## src/hw/rtl/hst_pkg.sv

```systemverilog
package hst_pkg;

    localparam int CAPACITY = 64;
    localparam int IDX_W    = 6;
    localparam int CNT_W    = 7;
    localparam int VAL_W    = 32;

    localparam logic [1:0] OP_ADD = 2'd0;
    localparam logic [1:0] OP_SET = 2'd1;
    localparam logic [1:0] OP_TAS = 2'd2;

    localparam logic [1:0] STATUS_OK     = 2'd0;
    localparam logic [1:0] STATUS_FULL   = 2'd1;
    localparam logic [1:0] STATUS_IN_USE = 2'd2;
    localparam logic [1:0] STATUS_RANGE  = 2'd3;

    // write into one slot, as seen by the free-slot tracker
    typedef struct packed {
        logic             we;
        logic [IDX_W-1:0] addr;
        logic             now_free;
    } track_update_t;

    typedef struct packed {
        logic [CNT_W-1:0] free_count;
        logic [CNT_W-1:0] first_free;
        logic             addr_free;
    } track_status_t;

endpackage

```

## src/hw/rtl/handle_slot_table.sv

```systemverilog
// handle table with a fixed number of slots; a stored value of zero marks a free slot
// input channel s_axis_*: one operation per transaction, kind in tuser
//   add stores tdata's value in the lowest free slot, set writes the given slot,
//   test-and-set writes the given slot only when it is free
// output channel m_axis_*: one result per operation, status in tuser, and the
//   written index, free-slot count and lowest free index in tdata
// the slot memory is read on acceptance and written back from the ST_EXEC state
//   once the output register is free, which loads the result into that register
// no new operation is taken until the read-modify-write of the single-port slot
//   memory is done; s_axis_tready is low during the write-back cycle
// a finished result sits in the output register while the next operation is
//   accepted and read; if m_axis_tready stays low that operation waits in its
//   write-back cycle and no further input is taken
// reset clears the per-slot written flags and the free map at once, so every
//   slot reads as free and zero; the block is ready as soon as reset is released
module handle_slot_table
(
    input  logic        clk,
    input  logic        rst_n,
    input  logic        s_axis_tvalid,
    output logic        s_axis_tready,
    input  logic [39:0] s_axis_tdata,   // slot_index[5:0], entry_value[37:6], zero pad
    input  logic [1:0]  s_axis_tuser,   // operation[1:0]
    output logic        m_axis_tvalid,
    input  logic        m_axis_tready,
    output logic [23:0] m_axis_tdata,   // result_index[5:0], free_count[12:6],
                                        // first_free_index[19:13], zero pad
    output logic [1:0]  m_axis_tuser    // status[1:0]
);

    typedef enum logic [1:0]
    {
        ST_IDLE = 2'b01,
        ST_EXEC = 2'b10
    } state_t;

    state_t state_reg;
    state_t state_next;

    logic [hst_pkg::VAL_W-1:0] slot_mem [hst_pkg::CAPACITY];
    logic [hst_pkg::VAL_W-1:0] rdata_reg;
    logic [hst_pkg::CAPACITY-1:0] written_reg;

    logic [1:0]                op_reg;
    logic [hst_pkg::IDX_W-1:0] addr_reg;
    logic [hst_pkg::VAL_W-1:0] val_reg;
    logic                      range_err_reg;

    logic                      m_valid_reg;
    logic [1:0]                status_reg;
    logic [hst_pkg::IDX_W-1:0] res_idx_reg;

    logic                      s_accept;
    logic                      out_free;
    logic                      exec_go;
    logic [1:0]                in_op;
    logic [hst_pkg::IDX_W-1:0] in_idx;
    logic [hst_pkg::VAL_W-1:0] in_val;
    logic [hst_pkg::IDX_W-1:0] rd_addr;
    logic                      in_use;
    logic                      do_write;
    logic [1:0]                status_next;

    hst_pkg::track_update_t upd;
    hst_pkg::track_status_t stat;

    assign in_op  = s_axis_tuser;
    assign in_idx = s_axis_tdata[5:0];
    assign in_val = s_axis_tdata[37:6];

    assign s_axis_tready = (state_reg == ST_IDLE);
    assign s_accept      = s_axis_tvalid && s_axis_tready;
    assign out_free      = !m_valid_reg || m_axis_tready;
    assign exec_go       = (state_reg == ST_EXEC) && out_free;

    // add goes to the lowest free slot, the others to the given index
    assign rd_addr = (in_op == hst_pkg::OP_ADD) ? stat.first_free[hst_pkg::IDX_W-1:0] : in_idx;

    always_ff @(posedge clk)
    begin
        if (do_write)
        begin
            slot_mem[addr_reg] <= val_reg;
        end
        if (s_accept)
        begin
            rdata_reg <= slot_mem[rd_addr];
        end
    end

    // a slot never written since reset counts as holding zero
    assign in_use = written_reg[addr_reg] && (rdata_reg != '0);

    always_comb
    begin
        status_next = hst_pkg::STATUS_OK;
        do_write    = 1'b0;
        case (op_reg)
            hst_pkg::OP_ADD:
            begin
                if (stat.free_count == '0)
                begin
                    status_next = hst_pkg::STATUS_FULL;
                end
                else
                begin
                    do_write = exec_go;
                end
            end
            hst_pkg::OP_SET:
            begin
                if (range_err_reg)
                begin
                    status_next = hst_pkg::STATUS_RANGE;
                end
                else
                begin
                    do_write = exec_go;
                end
            end
            hst_pkg::OP_TAS:
            begin
                if (range_err_reg)
                begin
                    status_next = hst_pkg::STATUS_RANGE;
                end
                else if (in_use)
                begin
                    status_next = hst_pkg::STATUS_IN_USE;
                end
                else
                begin
                    do_write = exec_go;
                end
            end
            default:
            begin
                status_next = hst_pkg::STATUS_OK;
            end
        endcase
    end

    assign upd.we       = do_write;
    assign upd.addr     = addr_reg;
    assign upd.now_free = (val_reg == '0);

    hst_free_tracker u_tracker
    (
        .clk   (clk),
        .rst_n (rst_n),
        .upd   (upd),
        .stat  (stat)
    );

    always_comb
    begin
        state_next = state_reg;
        case (state_reg)
            ST_IDLE:
            begin
                if (s_accept)
                begin
                    state_next = ST_EXEC;
                end
            end
            ST_EXEC:
            begin
                if (out_free)
                begin
                    state_next = ST_IDLE;
                end
            end
            default:
            begin
                state_next = ST_IDLE;
            end
        endcase
    end

    always_ff @(posedge clk or negedge rst_n)
    begin
        if (!rst_n)
        begin
            state_reg   <= ST_IDLE;
            written_reg <= '0;
            m_valid_reg <= 1'b0;
        end
        else
        begin
            state_reg <= state_next;
            if (do_write)
            begin
                written_reg[addr_reg] <= 1'b1;
            end
            if (exec_go)
            begin
                m_valid_reg <= 1'b1;
            end
            else if (m_axis_tready)
            begin
                m_valid_reg <= 1'b0;
            end
        end
    end

    always_ff @(posedge clk)
    begin
        if (s_accept)
        begin
            op_reg        <= in_op;
            addr_reg      <= rd_addr;
            val_reg       <= in_val;
            range_err_reg <= ({1'b0, in_idx} >= hst_pkg::CNT_W'(hst_pkg::CAPACITY));
        end
        if (exec_go)
        begin
            status_reg  <= status_next;
            res_idx_reg <= (status_next == hst_pkg::STATUS_OK && do_write) ? addr_reg : '0;
        end
    end

    // count and lowest index come straight from the tracker: it only changes in the
    // cycle that loads a new result, so they stay matched to the result on display
    assign m_axis_tvalid = m_valid_reg;
    assign m_axis_tuser  = status_reg;
    assign m_axis_tdata  = {4'b0000, stat.first_free, stat.free_count, res_idx_reg};

    a_occ_matches_mem: assert property (@(posedge clk) disable iff (!rst_n)
        (state_reg == ST_EXEC) |-> (in_use == !stat.addr_free))
        else $error("slot memory contents disagree with free map");

    a_full_consistent: assert property (@(posedge clk) disable iff (!rst_n)
        (stat.free_count == '0) == (stat.first_free == hst_pkg::CNT_W'(hst_pkg::CAPACITY)))
        else $error("free count and lowest free index disagree");

    a_accept_to_exec: assert property (@(posedge clk) disable iff (!rst_n)
        s_accept |=> (state_reg == ST_EXEC))
        else $error("accepted operation did not reach write-back");

    a_result_from_exec: assert property (@(posedge clk) disable iff (!rst_n)
        $rose(m_valid_reg) |-> $past(state_reg == ST_EXEC))
        else $error("result appeared without a write-back cycle");

endmodule

```

## src/hw/rtl/hst_free_tracker.sv

```systemverilog
module hst_free_tracker
(
    input  logic                   clk,
    input  logic                   rst_n,
    input  hst_pkg::track_update_t upd,
    output hst_pkg::track_status_t stat
);

    logic [hst_pkg::CAPACITY-1:0] occ_reg;
    logic [hst_pkg::CAPACITY-1:0] occ_next;
    logic [hst_pkg::CNT_W-1:0]    count_reg;
    logic [hst_pkg::CNT_W-1:0]    count_next;
    logic [hst_pkg::CNT_W-1:0]    lowest_reg;
    logic [hst_pkg::CNT_W-1:0]    lowest_next;
    logic                         was_free;

    assign was_free = !occ_reg[upd.addr];

    always_comb
    begin
        occ_next   = occ_reg;
        count_next = count_reg;
        if (upd.we)
        begin
            occ_next[upd.addr] = !upd.now_free;
            if (was_free && !upd.now_free)
            begin
                count_next = count_reg - hst_pkg::CNT_W'(1);
            end
            else if (!was_free && upd.now_free)
            begin
                count_next = count_reg + hst_pkg::CNT_W'(1);
            end
        end
    end

    // priority encoder over the updated free map, capacity when none is free
    always_comb
    begin
        lowest_next = hst_pkg::CNT_W'(hst_pkg::CAPACITY);
        for (int i = hst_pkg::CAPACITY - 1; i >= 0; i--)
        begin
            if (!occ_next[i])
            begin
                lowest_next = hst_pkg::CNT_W'(i);
            end
        end
    end

    always_ff @(posedge clk or negedge rst_n)
    begin
        if (!rst_n)
        begin
            occ_reg    <= '0;
            count_reg  <= hst_pkg::CNT_W'(hst_pkg::CAPACITY);
            lowest_reg <= '0;
        end
        else if (upd.we)
        begin
            occ_reg    <= occ_next;
            count_reg  <= count_next;
            lowest_reg <= lowest_next;
        end
    end

    assign stat.free_count = count_reg;
    assign stat.first_free = lowest_reg;
    assign stat.addr_free  = was_free;

endmodule
```

## config.mk

```make
export PLATFORM = sky130hd
export DESIGN_NAME = handle_slot_table
export DESIGN_NICKNAME = d
export VERILOG_FILES = /design/src/hw/rtl/hst_pkg.sv /design/src/hw/rtl/handle_slot_table.sv /design/src/hw/rtl/hst_free_tracker.sv
export SDC_FILE = /design/constraint.sdc
export NUM_CORES = 2
export LEC_CHECK = 0
export ABC_AREA = 1
export BUFFER_PORTS_ARGS = -buffer_cell sky130_fd_sc_hd__buf_2
export CAP_MARGIN = 10
export CORE_MARGIN = 2
export CORE_UTILIZATION = 56
export CTS_CLUSTER_DIAMETER = 150
export DETAILED_ROUTE_END_ITERATION = 12
export PLACE_DENSITY = 0.72
export SYNTH_ARGS = -nofsm -noshare
export SYNTH_HDL_FRONTEND = slang
export SYNTH_SLANG_ARGS = --single-unit
```

## constraint.sdc

```tcl
create_clock -name clk -period 14.3 [get_ports clk]
set_input_delay 0.715 -clock clk [delete_from_list [all_inputs] [get_ports clk]]
set_output_delay 0.715 -clock clk [all_outputs]
set_load 0.02 [all_outputs]
```

# == Word-level counts from Yosys, hierarchy flattened ==
# Memory sizes are Yosys's and may differ from the RTL's. A register that Yosys moved wholly into a read port is not among the register bits.
# Cells that the tools add are included.
# op_classes
order_cmp,2
reduce_logical,21
bitwise,1
n_addsub,2
n_eq_ne,6
muxes,88
# op_table
op,n
$mux 7,66
$bwmux 64,1
$mux 64,1
$or 64x64->64,1
$logic_not 32->1,1
$reduce_bool 32->1,1
$bmux 1 s6,2
$mux 1,10
$pmux 2 s2,2
$add 7x1->7 const B,1
$logic_and 1x1->1,7
$logic_not 7->1,1
$lt 6x7->1 const B,1
$sub 7x1->7 const B,1
$demux 1 s6,1
$ge 6x1->1 const B,1
$logic_not 2->1,3
$mux 2,3
$mux 6,1
$eq 2x1->1 const B,2
$eq 2x2->1 const B,2
$reduce_and 2->1,2
$reduce_bool 2->1,2
$logic_not 1->1,3
other kinds (4),4
# word_totals
word_cells,132
regBits,193
ramBits,2048
memories,1
inputBits,46
output_inout_bits,28
# mem_list
name,words,word_bits,read_ports,rd_ports_with_merged_regs,wr,line,rtl
slot_mem,64,32,1,1,1,handle_slot_table.sv:40,logic [hst_pkg::VAL_W-1:0] slot_mem [hst_pkg::CAPACITY];

# == Longest topological paths before layout ==
# depth
word_depth,70
depth_mapped,78
ltp_nobuf,76

# == Hierarchy ==
# Synthesis repeated with hierarchy kept, for this count alone.
# hier_totals
cells_unflattened,9814
area_unflattened_um2,99843.3
# modules_own_cells
module,seq_area_each_um2,area_per_inst_um2,n_inst,cells_each
handle_slot_table,65579.1,95232.6,1,9209
hst_free_tracker,1953.1,4610.7,1,605

# == Worst setup path before layout ==
# OpenSTA, ideal clock, no wires.
# synth_timing
path_kind,input to register
from,input port m_axis_tready
to,register u_tracker.lowest_reg[0] (netlist bit)
t_arrival_ps,6759
setup_slack_ps,7475
n_path_buf,0
cell_stages,60
setup_ps,65
path_cell_list,nor2_1 > nor2_1 > nand2_1 > nor2_1 > nand2_4 > nor3_1 > o21ai_0 > inv_1 > nand2_1 > nand2_1 > nand2_1 > nand2_1 > nand2_1 > nand2_1 > nand2_1 > nand2_1 > nand2_1 > nand2_1 > [24 not listed] > nand2_1 > nand2_1 > nand2_1 > nand2_1 > nand2_1 > nand2_1 > nand2_1 > nand2_1 > nand2_1 > nand2_1 > nand2_1 > nand2_1 > nand2_1 > nand2_1 > nand2_1 > nand2_1 > nand2_1 > nand2_1
# synth_between
elab_chain_len,69
elab_cells_between_ends,70
cone_classes,mux (68); reduce/logical (2)
# synth_lines
element,line,rtl
"start, declared",handle_slot_table.sv:25,"input logic m_axis_tready,"
$logic_or 1x1->1 (*),handle_slot_table.sv:73,assign out_free = !m_valid_reg || m_axis_tready;
$logic_and 1x1->1 (*),handle_slot_table.sv:74,assign exec_go = (state_reg == ST_EXEC) && out_free;
net exec_go,handle_slot_table.sv:55,logic exec_go;
$mux 1 (on tied branches),"handle_slot_table.sv:127, handle_slot_table.sv:101",
$pmux 1 s3 (*),handle_slot_table.sv:98,case (op_reg)
$mux 64,hst_free_tracker.sv:23,if (upd.we)
$mux 7 (64 in series),hst_free_tracker.sv:43,if (!occ_next[i])
"end signal, assigned",hst_free_tracker.sv:62,lowest_reg <= lowest_next;
"end, declared",hst_free_tracker.sv:13,logic [hst_pkg::CNT_W-1:0] lowest_reg;
# The timed path passes the listed nets; every way through them passes the cells marked *.
# A chain may end at the register's enable or synchronous reset.

# == Worst setup path in the final report ==
# layout_timing
from,register rdata_reg[29] (netlist bit) (read register of slot_mem)
to,register u_tracker.lowest_reg[0] (netlist bit)
# layout_between
elab_chain_len,69
# layout_lines
element,line,rtl
"start, declared",handle_slot_table.sv:41,logic [hst_pkg::VAL_W-1:0] rdata_reg;
$reduce_bool 32->1 (*),handle_slot_table.sv:92,assign in_use = written_reg[addr_reg] && (rdata_reg != '0);
$logic_and 1x1->1 (*),handle_slot_table.sv:92,
$mux 1 (*),handle_slot_table.sv:127,else if (in_use)
$pmux 1 s3 (*),handle_slot_table.sv:98,
$mux 64,hst_free_tracker.sv:23,
$mux 7 (64 in series),hst_free_tracker.sv:43,
# Mark *: on every way between the ends. The rest lies on a longest branch, timed or not.

==> results.yml <==
worst_hold_path:
  holdCritPathClass: "input port to flip-flop"
  hold_end: "val_reg[25]"
  worstHoldPathCells: 1
  hp-start: "s_axis_tdata[31]"
clock_network:
  postCtsSetupRepairBufs: 0
  cts_tree: "done"
  htree_levels: 4
  clk_latency_ns: 0.85
  cts_resized: 0
  path_clk_slew_ns: 0.06
  clk_path_buf_depth: 3
  cts_root_buf: "clkbuf_16"
  cts_buffers: 209
  clock_sinks: 2273
run:
  maxCapViolCount: 0
timing:
  setup_tns_ns: 0
  setup_slack_ns: 7.39
  fmax_ghz: 0.145
  setup_violations: 0
  slew_headroom_pct: 23.3
  hold_viol: 0
  rsz0062_at_grt: "false"
  worst_pin_slew_ns: 1.15
  finClkSkew_ns: 0.0260
  min_period_ns: 6.91
  slew_violations: 0
  period_share_pct: 48.3
drt:
  vias: 59413
  ant_nets: 0
  drcViolationCount: 0
  wl_per_cell_um: 26.0
  via_per_inst: 6.44
  drtIter0Drc: 9677
  wl_um: 240000
  firstDrtPassIters: 6
floorplan:
  ioPinCount: 74
  rows: 146
  die_area_mm2: 0.163
  core_mm2: 0.159
  die_y_um: 404
  die_w_um: 404
  start_util_pct: 56.5
setup_path:
  worst_ep_arrival_time_ns: 7.69
  r2r-start: "rdata_reg[29]"
  cp-end-kind: "flip-flop"
  crit_required_ns: 15.08
  startpoint_type: "flip-flop"
  cp_slowest_cell: "nand2_1"
  crit_fanout: 33
  crit_type: "flip-flop to flip-flop"
  ff2ff_setup_slack_ns: 7.39
  rr_worst_depth: 61
  path_common_cell: "nand2_1"
  worst_path_largest_cell_delay_ns: 0.59
  r2r_end: "u_tracker.lowest_reg[0]"
outcome:
  status: "complete, no violations"
finish:
  stdcell_area_mm2: 0.0996
  drive_above_1_share_pct: 9.03
  syn_to_final_growth_pct: 11.0
  final_cells: 9226
  nets: 7031
  largest_reg_flops: 2048
global_route:
  antenna_found_initial: 0
  grt_max_degree: 219
  overflow: 0
  grt_pass1_wl_um: 352000
  grt_pass1_vias: 56503
  grtUsageTotal_pct: 28.9
placed_design:
  gp_congestion: 0.891
  io_buffer_count: 67
  placedCellCount: 8829
  pre_cts_slack_ns: 7.25
  placed_area_mm2: 0.0928
  place_hpwl_um: 117000
synthesis:
  synth-edff-count: 2128
  synth_top_family_by_area: "compound AO/OA/AOI/OAI gates"
  yosysSeqAreaShare_pct: 75.3
  synth.area.top_cells: "edfxtp_1 71%, o21ai_0 7.8%, nor2_1 6.0%"
  async_flop_share_pct: 6.38
  synth.most_common_cell: "edfxtp_1"
  synth_compound_area_share_pct: 13.2
  syn_area_mm2: 0.0897
  synth-xor-area-share_pct: 0.0586
  syn_area_per_cell_um2: 12.8
  syn_inst: 6997
  synth_simple_gate_area_share_pct: 8.43
  synth.ff_latch_count: 2273
  synth.distinct_cells: 52
  synth_top_area_cell: "edfxtp_1"
  ys_top_cells_by_count: "2128 x edfxtp_1, 1434 x nor2_1, 1401 x o21ai_0, 510 x o22ai_1, 454 x clkbuf_1"
  synth.mux.area_fraction_pct: 0.0781
  yosysWarnings: 0
  synth_top_area_share_pct: 71.2
  synth_flop_cell: "edfxtp_1"
  synth-adder-area-share_pct: 0.106
pwr:
  total_power_w: 0.0144
  power_density_mw_per_mm2: 145
  power.leakage_nw: 32.6
  vdd_ir_drop_max_v: 0.000163
==> kinds of logic (layout without fill, tap and decap cells) <==
family / count (synthesis) / in the layout
multiplexers: 7 / 7
AO/OA/AOI/OAI: 2116 / 2116
adder cells (fa/ha/maj): 7 / 7
XOR/XNOR: 6 / 6
other: 1 / 5
flip-flops: 2273 / 2273
buffers and inverters: 666 / 819
AND/OR/NAND/NOR: 1921 / 1921
==> final cells by class <==
| class | count | area, µm² |
|---|---|---|
| timing repair buffer | 242 | 1810 |
| fill | 11298 | 59200 |
| inverter | 191 | 753 |
| clock inverter | 122 | 1160 |
| tap | 2072 | 2590 |
| multi-input combinational | 4061 | 20200 |
| sequential | 2273 | 67500 |
| clock buffer | 264 | 5570 |
| antenna | 1 | 2.50 |
==> metrics by stage <==
step           hold WS [ns]  util, %
6_report             0.0483     62.7
5_1_grt              0.0278     62.7
4_1_cts            0.000477     62.7
3_5_place_dp          0.446     58.4
3_3_place_gp          0.435     58.4
2_1_floorplan         0.419        -
==> worst max-delay path by stage <==
stage,start,endpoint,cells past startpoint,slack (ns)
after global placement,m_axis_tready,u_tracker.lowest_reg[0],71,7.18
after detailed placement,m_axis_tready,u_tracker.lowest_reg[0],61,7.25
after global routing,state_reg[1],u_tracker.lowest_reg[0],73,6.72
after CTS,state_reg[0],u_tracker.lowest_reg[0],61,7.50
after floorplan,m_axis_tready,u_tracker.lowest_reg[0],60,7.48
final,rdata_reg[29],u_tracker.lowest_reg[0],61,7.39
==> worst max-delay path: cells and delay by family, from the launching register on <==
kind | cells | cell delay (ns)
AO/OA/AOI/OAI | 1 | 0.33
multiplexers | 1 | 0.30
buffers and inverters | 3 | 0.91
flip-flops | 1 | 0.39
AND/OR/NAND/NOR | 56 | 4.88
==> layout by cell type (no fill, tap or decap), types with 4 or more instances in the layout <==
cell type,count
edfxtp_1,2128
o21ai_0,1400
nor2_1,1376
o22ai_1,510
nand2_1,322
clkbuf_16,212
inv_1,165
buf_4,155
dfrtp_1,143
o221ai_1,128
nand3_1,103
nor2_4,67
buf_2,66
clkinv_1,52
clkbuf_1,45
clkinv_2,34
bufinv_16,20
inv_2,18
o21ai_1,17
nand4_1,15
nor3_1,11
a22oi_1,11
dlygate4sd3_1,10
buf_12,10
a221oi_1,8
inv_6,8
o211ai_1,8
a21oi_1,7
mux2i_1,7
clkbuf_8,7
or2_2,6
o21ai_4,6
xor2_1,6
ha_1,6
a22o_1,5
nor4_1,5
clkinvlp_4,5
nor2_2,4
nand2_4,4
conb_1,4
==> routing by layer <==
metal / global-route usage (%) / up-vias / routed length [µm]
met1: 40.1 / 29248 / 89900
met4: 13.0 / 0 / 11100
met5: 0 / - / 0
met2: 45.4 / 3764 / 112000
met3: 4.99 / 571 / 27000
li1: - / 25830 / -
==> where the power goes <==
| part | total [W] | switching [W] | internal [W] |
|---|---|---|---|
| Sequential | 0.00742 | 0.0000378 | 0.00738 |
| Clock | 0.00550 | 0.00239 | 0.00311 |
| Combinational | 0.00149 | 0.00111 | 0.000380 |
==> what timing repair did <==
action | in CTS | in global routing
setup endpoints to repair | 0 | 0
hold buffers | 10 | 0
endpoints found under the hold margin | 87 | 0
No activity file was read; power rests on OpenSTA's default activity.
